===== src/sv/sha256_pkg.sv =====
// ----------------------------------------------------------------------------
// sha256_pkg: shared types and constants for the SHA-256 stream hasher
// Holds the round constants, the initial chaining words, the sequencer state
// type and the SHA-256 mixing functions.
// ----------------------------------------------------------------------------
package sha256_pkg;

  localparam int unsigned BLOCK_WORDS  = 16;
  localparam int unsigned ROUND_COUNT  = 64;
  localparam int unsigned DIGEST_WORDS = 8;

  localparam int unsigned FILL_W  = $clog2(BLOCK_WORDS);
  localparam int unsigned ROUND_W = $clog2(ROUND_COUNT);
  localparam int unsigned INDEX_W = $clog2(DIGEST_WORDS);

  // Last digest index, flags the final beat
  localparam logic [INDEX_W-1:0] LAST_INDEX = INDEX_W'(DIGEST_WORDS - 1);

  // Padding marker byte in the top lane of a word
  localparam logic [31:0] PAD_WORD = 32'h8000_0000;

  localparam logic [31:0] ROUND_K [ROUND_COUNT] = '{
    32'h428a2f98, 32'h71374491, 32'hb5c0fbcf, 32'he9b5dba5,
    32'h3956c25b, 32'h59f111f1, 32'h923f82a4, 32'hab1c5ed5,
    32'hd807aa98, 32'h12835b01, 32'h243185be, 32'h550c7dc3,
    32'h72be5d74, 32'h80deb1fe, 32'h9bdc06a7, 32'hc19bf174,
    32'he49b69c1, 32'hefbe4786, 32'h0fc19dc6, 32'h240ca1cc,
    32'h2de92c6f, 32'h4a7484aa, 32'h5cb0a9dc, 32'h76f988da,
    32'h983e5152, 32'ha831c66d, 32'hb00327c8, 32'hbf597fc7,
    32'hc6e00bf3, 32'hd5a79147, 32'h06ca6351, 32'h14292967,
    32'h27b70a85, 32'h2e1b2138, 32'h4d2c6dfc, 32'h53380d13,
    32'h650a7354, 32'h766a0abb, 32'h81c2c92e, 32'h92722c85,
    32'ha2bfe8a1, 32'ha81a664b, 32'hc24b8b70, 32'hc76c51a3,
    32'hd192e819, 32'hd6990624, 32'hf40e3585, 32'h106aa070,
    32'h19a4c116, 32'h1e376c08, 32'h2748774c, 32'h34b0bcb5,
    32'h391c0cb3, 32'h4ed8aa4a, 32'h5b9cca4f, 32'h682e6ff3,
    32'h748f82ee, 32'h78a5636f, 32'h84c87814, 32'h8cc70208,
    32'h90befffa, 32'ha4506ceb, 32'hbef9a3f7, 32'hc67178f2
  };

  localparam logic [31:0] INIT_H [DIGEST_WORDS] = '{
    32'h6a09e667, 32'hbb67ae85, 32'h3c6ef372, 32'ha54ff53a,
    32'h510e527f, 32'h9b05688c, 32'h1f83d9ab, 32'h5be0cd19
  };

  // Sequencer states, one-hot
  typedef enum logic [4:0] {
    S_IDLE  = 5'b00001,
    S_PAD   = 5'b00010,
    S_ROUND = 5'b00100,
    S_ADD   = 5'b01000,
    S_OUT   = 5'b10000
  } state_t;

  function automatic logic [31:0] big_sigma0(input logic [31:0] x);
    return {x[1:0], x[31:2]} ^ {x[12:0], x[31:13]} ^ {x[21:0], x[31:22]};
  endfunction

  function automatic logic [31:0] big_sigma1(input logic [31:0] x);
    return {x[5:0], x[31:6]} ^ {x[10:0], x[31:11]} ^ {x[24:0], x[31:25]};
  endfunction

  function automatic logic [31:0] small_sigma0(input logic [31:0] x);
    return {x[6:0], x[31:7]} ^ {x[17:0], x[31:18]} ^ {3'b000, x[31:3]};
  endfunction

  function automatic logic [31:0] small_sigma1(input logic [31:0] x);
    return {x[16:0], x[31:17]} ^ {x[18:0], x[31:19]} ^ {10'b0, x[31:10]};
  endfunction

endpackage


===== src/sv/sha256_stream_hasher.sv =====
// ----------------------------------------------------------------------------
// sha256_stream_hasher: streaming SHA-256 over 32-bit big-endian words
// One round unit is reused for all 64 rounds of each block under a small
// sequencer; padding and length words are pushed by the same sequencer.
// ----------------------------------------------------------------------------
// Usage:
//   Input channel (in_*): one message word per beat, first byte in bits
//   31:24. in_byte_count gives the valid leading bytes of the last word
//   (values above four act as four); other words always carry four bytes.
//   in_last_word ends the message.
//   Result channel (out_*): eight beats per message, H0 to H7 in order,
//   out_digest_done high on the beat of H7.
//   Timing: a word that does not complete a block leaves the sequencer idle.
//   The word that fills a block starts the round unit, one round per cycle,
//   then a fold into the chaining words; in_stall stays high through the
//   rounds and the fold, so no new word is taken while a block is compressed.
//   After the last word the sequencer pushes padding and the length one
//   word per cycle, pausing while a full block runs its rounds (up to 18
//   words, one or two blocks), then shows the digest.
//   While the receiver stalls, the current digest beat holds; no new input
//   is taken until all eight beats have gone.
//   Reset (rst_n low, synchronous) loads the initial chaining words and
//   clears the length, fill count and sequencer.
// ----------------------------------------------------------------------------
module sha256_stream_hasher
  import sha256_pkg::*;
(
  input  logic        clk,
  input  logic        rst_n,
  input  logic        in_valid,
  output logic        in_stall,
  input  logic [31:0] in_message_word,
  input  logic [2:0]  in_byte_count,
  input  logic        in_last_word,
  output logic        out_valid,
  input  logic        out_stall,
  output logic [31:0] out_digest_word,
  output logic [2:0]  out_digest_index,
  output logic        out_digest_done
);

  state_t               state_r, state_nxt;
  logic [FILL_W-1:0]    fill_r, fill_nxt;
  logic [ROUND_W-1:0]   rnd_r, rnd_nxt;
  logic [63:0]          bitlen_r, bitlen_nxt;
  logic                 pad80_r, pad80_nxt;
  logic                 finish_r, finish_nxt;
  logic                 hi_sent_r, hi_sent_nxt;
  logic                 len_done_r, len_done_nxt;
  logic [INDEX_W-1:0]   idx_r, idx_nxt;
  logic [31:0]          chain_r [DIGEST_WORDS];
  logic [31:0]          chain_nxt [DIGEST_WORDS];
  logic [31:0]          work_r [DIGEST_WORDS];
  logic [31:0]          work_nxt [DIGEST_WORDS];
  logic [31:0]          sched_r [BLOCK_WORDS];
  logic [31:0]          sched_nxt [BLOCK_WORDS];

  logic                 in_acc;
  logic                 out_acc;
  logic                 push_en;
  logic [31:0]          push_data;
  logic                 block_full;
  logic                 shift_en;
  logic [31:0]          shift_in;
  logic [2:0]           cnt_clamp;
  logic [31:0]          keep_mask;
  logic [31:0]          mark_bits;
  logic [31:0]          last_data;
  logic [31:0]          t1;
  logic [31:0]          t2;
  logic [31:0]          sched_new;
  logic [31:0]          ch_val;
  logic [31:0]          maj_val;

  assign in_acc  = in_valid && !in_stall;
  assign out_acc = out_valid && !out_stall;

  // Handshake and result ports
  assign in_stall         = (state_r != S_IDLE);
  assign out_valid        = (state_r == S_OUT);
  assign out_digest_word  = chain_r[idx_r];
  assign out_digest_index = idx_r;
  assign out_digest_done  = (idx_r == LAST_INDEX);

  // Mask and mark the final word
  always_comb begin
    cnt_clamp = (in_byte_count > 3'd4) ? 3'd4 : in_byte_count;
    unique case (cnt_clamp)
      3'd0: begin
        keep_mask = 32'h0000_0000;
        mark_bits = 32'h8000_0000;
      end
      3'd1: begin
        keep_mask = 32'hff00_0000;
        mark_bits = 32'h0080_0000;
      end
      3'd2: begin
        keep_mask = 32'hffff_0000;
        mark_bits = 32'h0000_8000;
      end
      3'd3: begin
        keep_mask = 32'hffff_ff00;
        mark_bits = 32'h0000_0080;
      end
      default: begin
        keep_mask = 32'hffff_ffff;
        mark_bits = 32'h0000_0000;
      end
    endcase
    last_data = (in_message_word & keep_mask) | mark_bits;
  end

  // Round unit and schedule expansion
  always_comb begin
    ch_val    = (work_r[4] & work_r[5]) ^ (~work_r[4] & work_r[6]);
    maj_val   = (work_r[0] & work_r[1]) ^ (work_r[0] & work_r[2]) ^
                (work_r[1] & work_r[2]);
    t1        = work_r[7] + ROUND_K[rnd_r] + sched_r[0] + big_sigma1(work_r[4]) + ch_val;
    t2        = big_sigma0(work_r[0]) + maj_val;
    sched_new = small_sigma1(sched_r[14]) + sched_r[9] + small_sigma0(sched_r[1]) +
                sched_r[0];
  end

  // Sequencer
  always_comb begin
    state_nxt    = state_r;
    fill_nxt     = fill_r;
    rnd_nxt      = rnd_r;
    bitlen_nxt   = bitlen_r;
    pad80_nxt    = pad80_r;
    finish_nxt   = finish_r;
    hi_sent_nxt  = hi_sent_r;
    len_done_nxt = len_done_r;
    idx_nxt      = idx_r;
    chain_nxt    = chain_r;
    work_nxt     = work_r;
    push_en      = 1'b0;
    push_data    = 32'h0;
    shift_en     = 1'b0;
    shift_in     = 32'h0;

    unique case (state_r)
      S_IDLE: begin
        if (in_acc) begin
          push_en = 1'b1;
          if (in_last_word) begin
            push_data  = last_data;
            bitlen_nxt = bitlen_r + {58'b0, cnt_clamp, 3'b000};
            pad80_nxt  = (cnt_clamp == 3'd4);
            finish_nxt = 1'b1;
          end else begin
            push_data  = in_message_word;
            bitlen_nxt = bitlen_r + 64'd32;
          end
        end
      end
      S_PAD: begin
        push_en = 1'b1;
        priority if (pad80_r) begin
          push_data = PAD_WORD;
          pad80_nxt = 1'b0;
        end else if (fill_r == FILL_W'(BLOCK_WORDS - 2)) begin
          push_data   = bitlen_r[63:32];
          hi_sent_nxt = 1'b1;
        end else if (fill_r == FILL_W'(BLOCK_WORDS - 1) && hi_sent_r) begin
          push_data    = bitlen_r[31:0];
          len_done_nxt = 1'b1;
        end else begin
          push_data = 32'h0;
        end
      end
      S_ROUND: begin
        shift_en = 1'b1;
        shift_in = sched_new;
        for (int i = DIGEST_WORDS - 1; i > 0; i--) begin
          work_nxt[i] = work_r[i-1];
        end
        work_nxt[4] = work_r[3] + t1;
        work_nxt[0] = t1 + t2;
        rnd_nxt     = rnd_r + ROUND_W'(1);
        if (rnd_r == ROUND_W'(ROUND_COUNT - 1)) begin
          state_nxt = S_ADD;
        end
      end
      S_ADD: begin
        for (int i = 0; i < DIGEST_WORDS; i++) begin
          chain_nxt[i] = chain_r[i] + work_r[i];
        end
        priority if (len_done_r) begin
          state_nxt = S_OUT;
        end else if (finish_r) begin
          state_nxt = S_PAD;
        end else begin
          state_nxt = S_IDLE;
        end
      end
      S_OUT: begin
        if (out_acc) begin
          idx_nxt = idx_r + INDEX_W'(1);
          if (idx_r == LAST_INDEX) begin
            chain_nxt    = INIT_H;
            bitlen_nxt   = 64'h0;
            finish_nxt   = 1'b0;
            hi_sent_nxt  = 1'b0;
            len_done_nxt = 1'b0;
            state_nxt    = S_IDLE;
          end
        end
      end
      default: begin
        state_nxt = S_IDLE;
      end
    endcase

    // Push a word into the block; a full block starts the rounds
    block_full = push_en && (fill_r == FILL_W'(BLOCK_WORDS - 1));
    if (push_en) begin
      shift_en = 1'b1;
      shift_in = push_data;
      fill_nxt = fill_r + FILL_W'(1);
      if (block_full) begin
        work_nxt  = chain_r;
        rnd_nxt   = '0;
        state_nxt = S_ROUND;
      end else if (state_r == S_IDLE && in_last_word) begin
        state_nxt = S_PAD;
      end
    end

    // Advance the schedule window
    sched_nxt = sched_r;
    if (shift_en) begin
      for (int i = 0; i < BLOCK_WORDS - 1; i++) begin
        sched_nxt[i] = sched_r[i+1];
      end
      sched_nxt[BLOCK_WORDS-1] = shift_in;
    end
  end

  // Control state
  always_ff @(posedge clk) begin
    if (!rst_n) begin
      state_r    <= S_IDLE;
      fill_r     <= '0;
      rnd_r      <= '0;
      bitlen_r   <= 64'h0;
      pad80_r    <= 1'b0;
      finish_r   <= 1'b0;
      hi_sent_r  <= 1'b0;
      len_done_r <= 1'b0;
      idx_r      <= '0;
      chain_r    <= INIT_H;
    end else begin
      state_r    <= state_nxt;
      fill_r     <= fill_nxt;
      rnd_r      <= rnd_nxt;
      bitlen_r   <= bitlen_nxt;
      pad80_r    <= pad80_nxt;
      finish_r   <= finish_nxt;
      hi_sent_r  <= hi_sent_nxt;
      len_done_r <= len_done_nxt;
      idx_r      <= idx_nxt;
      chain_r    <= chain_nxt;
    end
  end

  // Working variables and schedule window, no reset
  always_ff @(posedge clk) begin
    work_r  <= work_nxt;
    sched_r <= sched_nxt;
  end

endmodule


===== config.mk =====
export PLATFORM = sky130hd
export DESIGN_NAME = sha256_stream_hasher
export DESIGN_NICKNAME = d
export VERILOG_FILES = /design/src/sv/sha256_pkg.sv /design/src/sv/sha256_stream_hasher.sv
export SDC_FILE = /design/constraint.sdc
export NUM_CORES = 2
export LEC_CHECK = 0
export BUFFER_PORTS_ARGS = -buffer_cell sky130_fd_sc_hd__clkbuf_2
export CAP_MARGIN = 20
export CORE_UTILIZATION = 40
export DETAILED_ROUTE_END_ITERATION = 8
export GPL_TIMING_DRIVEN = 0
export PLACE_DENSITY = 0.65
export SLEW_MARGIN = 15
export SYNTH_ARGS = -nofsm -noshare
export SYNTH_HDL_FRONTEND = slang
export SYNTH_SLANG_ARGS = --single-unit

===== constraint.sdc =====
create_clock -name clk -period 21.8 [get_ports clk]
set_input_delay 3.27 -clock clk [delete_from_list [all_inputs] [get_ports clk]]
set_output_delay 3.27 -clock clk [all_outputs]
set_load 0.01 [all_outputs]

==> impl_summary.log <==
INFO  metric run_status = finished, final reports clean
INFO  metric cp_slowest_cell = sky130_fd_sc_hd__nor3_1
INFO  metric fin_total_pwr = 0.00789 W
INFO  metric core_area = 168,000 µm²
INFO  metric finish.instance_area = 75,800 µm²
INFO  metric most-common-layout-cells = 855 x sky130_fd_sc_hd__nand2_1, 648 x sky130_fd_sc_hd__nor2_1, 595 x sky130_fd_sc_hd__dfxtp_1, 512 x sky130_fd_sc_hd__edfxtp_1, 486 x sky130_fd_sc_hd__a21oi_1
INFO  metric max_cap_violations = 0
INFO  metric max_slew.worst_pin.slew = 1330 ps
INFO  metric switching_power = 0.00303 W
INFO  metric timing.setup.critical_path_class = flop to flop
INFO  metric overflow = 0
INFO  metric routed-via-count = 59,351
INFO  metric tritoncts_clock_tree = done
INFO  metric design.final.nets = 8,027
INFO  metric synthesis.yosys.warnings = 0
INFO  metric cp_max_fo = 11
INFO  metric placed_instance_area = 71,600 µm²
INFO  metric antenna_found_initial = 18
INFO  metric netlist_top_cells_area = sky130_fd_sc_hd__edfxtp_1 23%, sky130_fd_sc_hd__dfxtp_1 18%, sky130_fd_sc_hd__ha_1 7.3%
INFO  metric synth_enable_flop_cells = 512
INFO  metric first_pass_iters = 6
INFO  metric synth_async_sr_flop_share = 0%
INFO  metric die_h = 414 µm
INFO  metric synth_nets = 7,805
INFO  metric cts_buffers = 116
INFO  metric gp_congestion = 1.08
INFO  metric antenna_left = 0
INFO  metric postSynthAreaPerCell = 9.48 µm²
INFO  metric timing.reg2reg.setup_slack = 10,750 ps
INFO  metric detail_route.wirelength = 268,000 µm
INFO  metric layout.core_utilization = 45.1%
INFO  metric cts_max_level = 3
INFO  metric hold_violations = 0
INFO  metric clock_power_share = 27.1%
INFO  metric die_w = 414 µm
INFO  metric hold_wc_startpoint = sched_r[255]$_DFFE_PP_
INFO  metric grt_first_pass_wirelength = 380,000 µm
INFO  metric combinationalPowerShare = 42.5%
INFO  metric skew = 85.5 ps
INFO  metric mappedNetlistArea = 68,000 µm²
INFO  metric cts-root-buf = sky130_fd_sc_hd__clkbuf_16
INFO  metric final_min_period_over_clock_period = 50.7%
INFO  metric finalSetupViolCount = 0
INFO  metric critPathCaptureType = flop
INFO  metric peakVddDrop = 112 µV
INFO  metric placement_rows = 150
INFO  metric path_clk_slew = 70 ps
INFO  metric whs_endpoint = sched_r[287]$_DFFE_PP_
INFO  metric area_fraction_of_the_dominant_cell_type_after_synthesis = 22.6%
INFO  metric post_synth_num_cell_types = 89
INFO  metric power.internal = 0.00487 W
INFO  metric number_of_cells_traversed_by_the_worst_hold_path = 0
INFO  metric crit_start = rnd_r[0]$_SDFF_PN0_
INFO  metric place.detailed.instances = 9,475
INFO  metric post-synth-top-area-cell = sky130_fd_sc_hd__edfxtp_1
INFO  metric worst-endpoint-required = 22,410 ps
INFO  metric critPathMostFrequentCell = sky130_fd_sc_hd__a21o_1
INFO  metric max_clock_freq = 0.0905 GHz
INFO  metric final_period_demand_of_the_worst_path = 11,050 ps
INFO  metric crit_family = compound AO/OA/AOI/OAI gates
INFO  metric layout.cells.non_filler = 9,710
INFO  metric synth_seq_area_share = 40.1%
INFO  metric worst_rel_slew_slack = 11.1%
INFO  metric timing.setup.tns = 0 ps
INFO  metric hold_path.class = flop to flop
INFO  metric start_util = 40.5%
INFO  metric syn-instance-count = 7,171
INFO  metric sw_frac_of_total = 38.4%
INFO  metric combined_buffer_and_inverter_count_along_the_critical_path = 4
INFO  metric cpPeakStageDelay = 800 ps
INFO  metric pin_count = 78
INFO  metric detailedRoute.firstIterationViolations = 8,399
INFO  metric synth-main-ff-cell = sky130_fd_sc_hd__dfxtp_1
INFO  metric startpoint_type_of_the_worst_setup_path = flop
INFO  metric grt.total_usage = 30.2%
INFO  metric cellLeakagePower = 29.2 nW
INFO  metric cts.path.max_buffers = 3
INFO  metric pwr_density_cell = 104 nW/µm²
INFO  metric grt_pass1_vias = 54,289
INFO  metric clk_latency = 820 ps
INFO  metric drv_slew = 0
INFO  metric postCtsSetupBuffers = 0
INFO  metric grt_max_degree = 60
INFO  metric cp.arrival = 11,660 ps
INFO  metric drcViolationCount = 0
INFO  metric proportion_of_power_drawn_by_flip_flops_and_latches = 30.5%
INFO  metric rr_worst_depth = 32
INFO  metric detailedPlacementHpwl = 210,000 µm
INFO  metric mostFrequentLayoutCell = sky130_fd_sc_hd__nand2_1
INFO  metric io_buffer_count = 76
INFO  metric viasPerCell = 6.11
INFO  metric route.detailed.wl_per_inst = 27.6 µm
INFO  metric flow.area_growth_from_synthesis = 11.5%
INFO  metric tritoncts_num_sinks = 1,107
INFO  metric drive_above_1_share = 6.53%
INFO  metric r2r_end = work_r[253]$_DFF_P_
INFO  metric post_cts_resize_count = 0
INFO  metric yosys_register_bits = 1,107
INFO  metric unrepaired_setup_endpoints_after_global_routing = false
INFO  metric total_die_area = 172,000 µm²
INFO  metric cts_hold_buffers = 0
INFO  metric worstReg2RegStart = rnd_r[0]$_SDFF_PN0_
-- power by group through the flow --
| stage | Clock [W] | Combinational [W] | Sequential (W) |
|---|---|---|---|
| floorplan | 0 | 0.00244 | 0.00248 |
| global placement | 0 | 0.00315 | 0.00254 |
| detailed placement | 0 | 0.00321 | 0.00245 |
| CTS | 0.00215 | 0.00325 | 0.00240 |
| global route | 0.00222 | 0.00366 | 0.00241 |
| finish | 0.00214 | 0.00335 | 0.00240 |
-- synthesized netlist by cell type, drive strengths merged (57+ instances only) --
master,number
nand2,856
nor2,651
dfxtp,595
edfxtp,512
a21oi,486
xnor2,414
ha,398
o21ai,369
inv,361
clkbuf,342
a31oi,250
fa,196
xor2,190
a21o,143
nand3,116
a22oi,93
o22ai,91
nor3,88
nor2b,75
mux4,71
nand2b,70
a211oi,57
-- routing by layer --
layer | track usage, % | up-vias | wire (µm) | share of wire (%)
met2 | 43.4 | 3643 | 111000 | 41
met4 | 17.8 | 6 | 18000 | 6.7
met5 | 0 | - | 34 | 0.013
li1 | - | 26084 | - | -
met1 | 40.0 | 28897 | 107000 | 40
met3 | 9.25 | 721 | 32900 | 12
-- logic make-up (layout without fill, tap and decap cells) --
kind of cell | after synthesis | after routing | share of synthesized area (%)
buf+inv | 736 | 1059 | 4.09
other cells | 0 | 12 | 0
simple gates | 2080 | 2080 | 13.4
mux | 160 | 160 | 3.76
xor+xnor | 604 | 604 | 7.78
compound gates | 1861 | 1861 | 17.3
fa+ha+maj | 623 | 623 | 13.5
flops | 1107 | 1107 | 40.1
-- final cells by class --
class	count	area [µm²]
clock buffer	147	3140
tap	2204	2760
sequential	1107	27300
timing repair buffer	104	908
fill	15908	92200
inverter	361	1360
clock inverter	72	950
buffer	375	1450
antenna	12	30.0
multi-input combinational	5328	37900
-- sequential cells by signal (all words and copies together) (netlist names) --
| name | cells |
|---|---|
| work_r | 256 |
| hi_sent_r | 1 |
| out_digest_index | 3 |
| sched_r | 512 |
| finish_r | 1 |
| fill_r | 4 |
| chain_r | 256 |
| pad80_r | 1 |
| rnd_r | 6 |
| bitlen_r | 61 |
| state_r | 5 |
| len_done_r | 1 |
-- per-stage QoR --
step	hold slack, ps	worst slack (ps)
global placement	400	-4200
floorplan	400	1990
detailed placement	405	11320
finish	362	10750
CTS	353	11310
global route	367	10460
-- worst reg2reg max path, delay by kind of cell (launching register included) --
family                   cells  cell delay, ps
adder cells (fa/ha/maj)      6            2620
buffers and inverters        4            1330
AND/OR/NAND/NOR              7            2620
XOR/XNOR                     1             170
flip-flops                   1             490
AO/OA/AOI/OAI               14            3690
-- worst max-delay path by stage --
stage          depth (start not counted)                     end
3_3_place_gp                           4  sched_r[101]$_DFFE_PP_
4_1_cts                               31     work_r[253]$_DFF_P_
3_5_place_dp                          32     work_r[253]$_DFF_P_
5_1_grt                               32     work_r[253]$_DFF_P_
6_report                              32     work_r[253]$_DFF_P_
2_1_floorplan                          3    sched_r[0]$_DFFE_PP_
(Power assumes the default switching activity.)
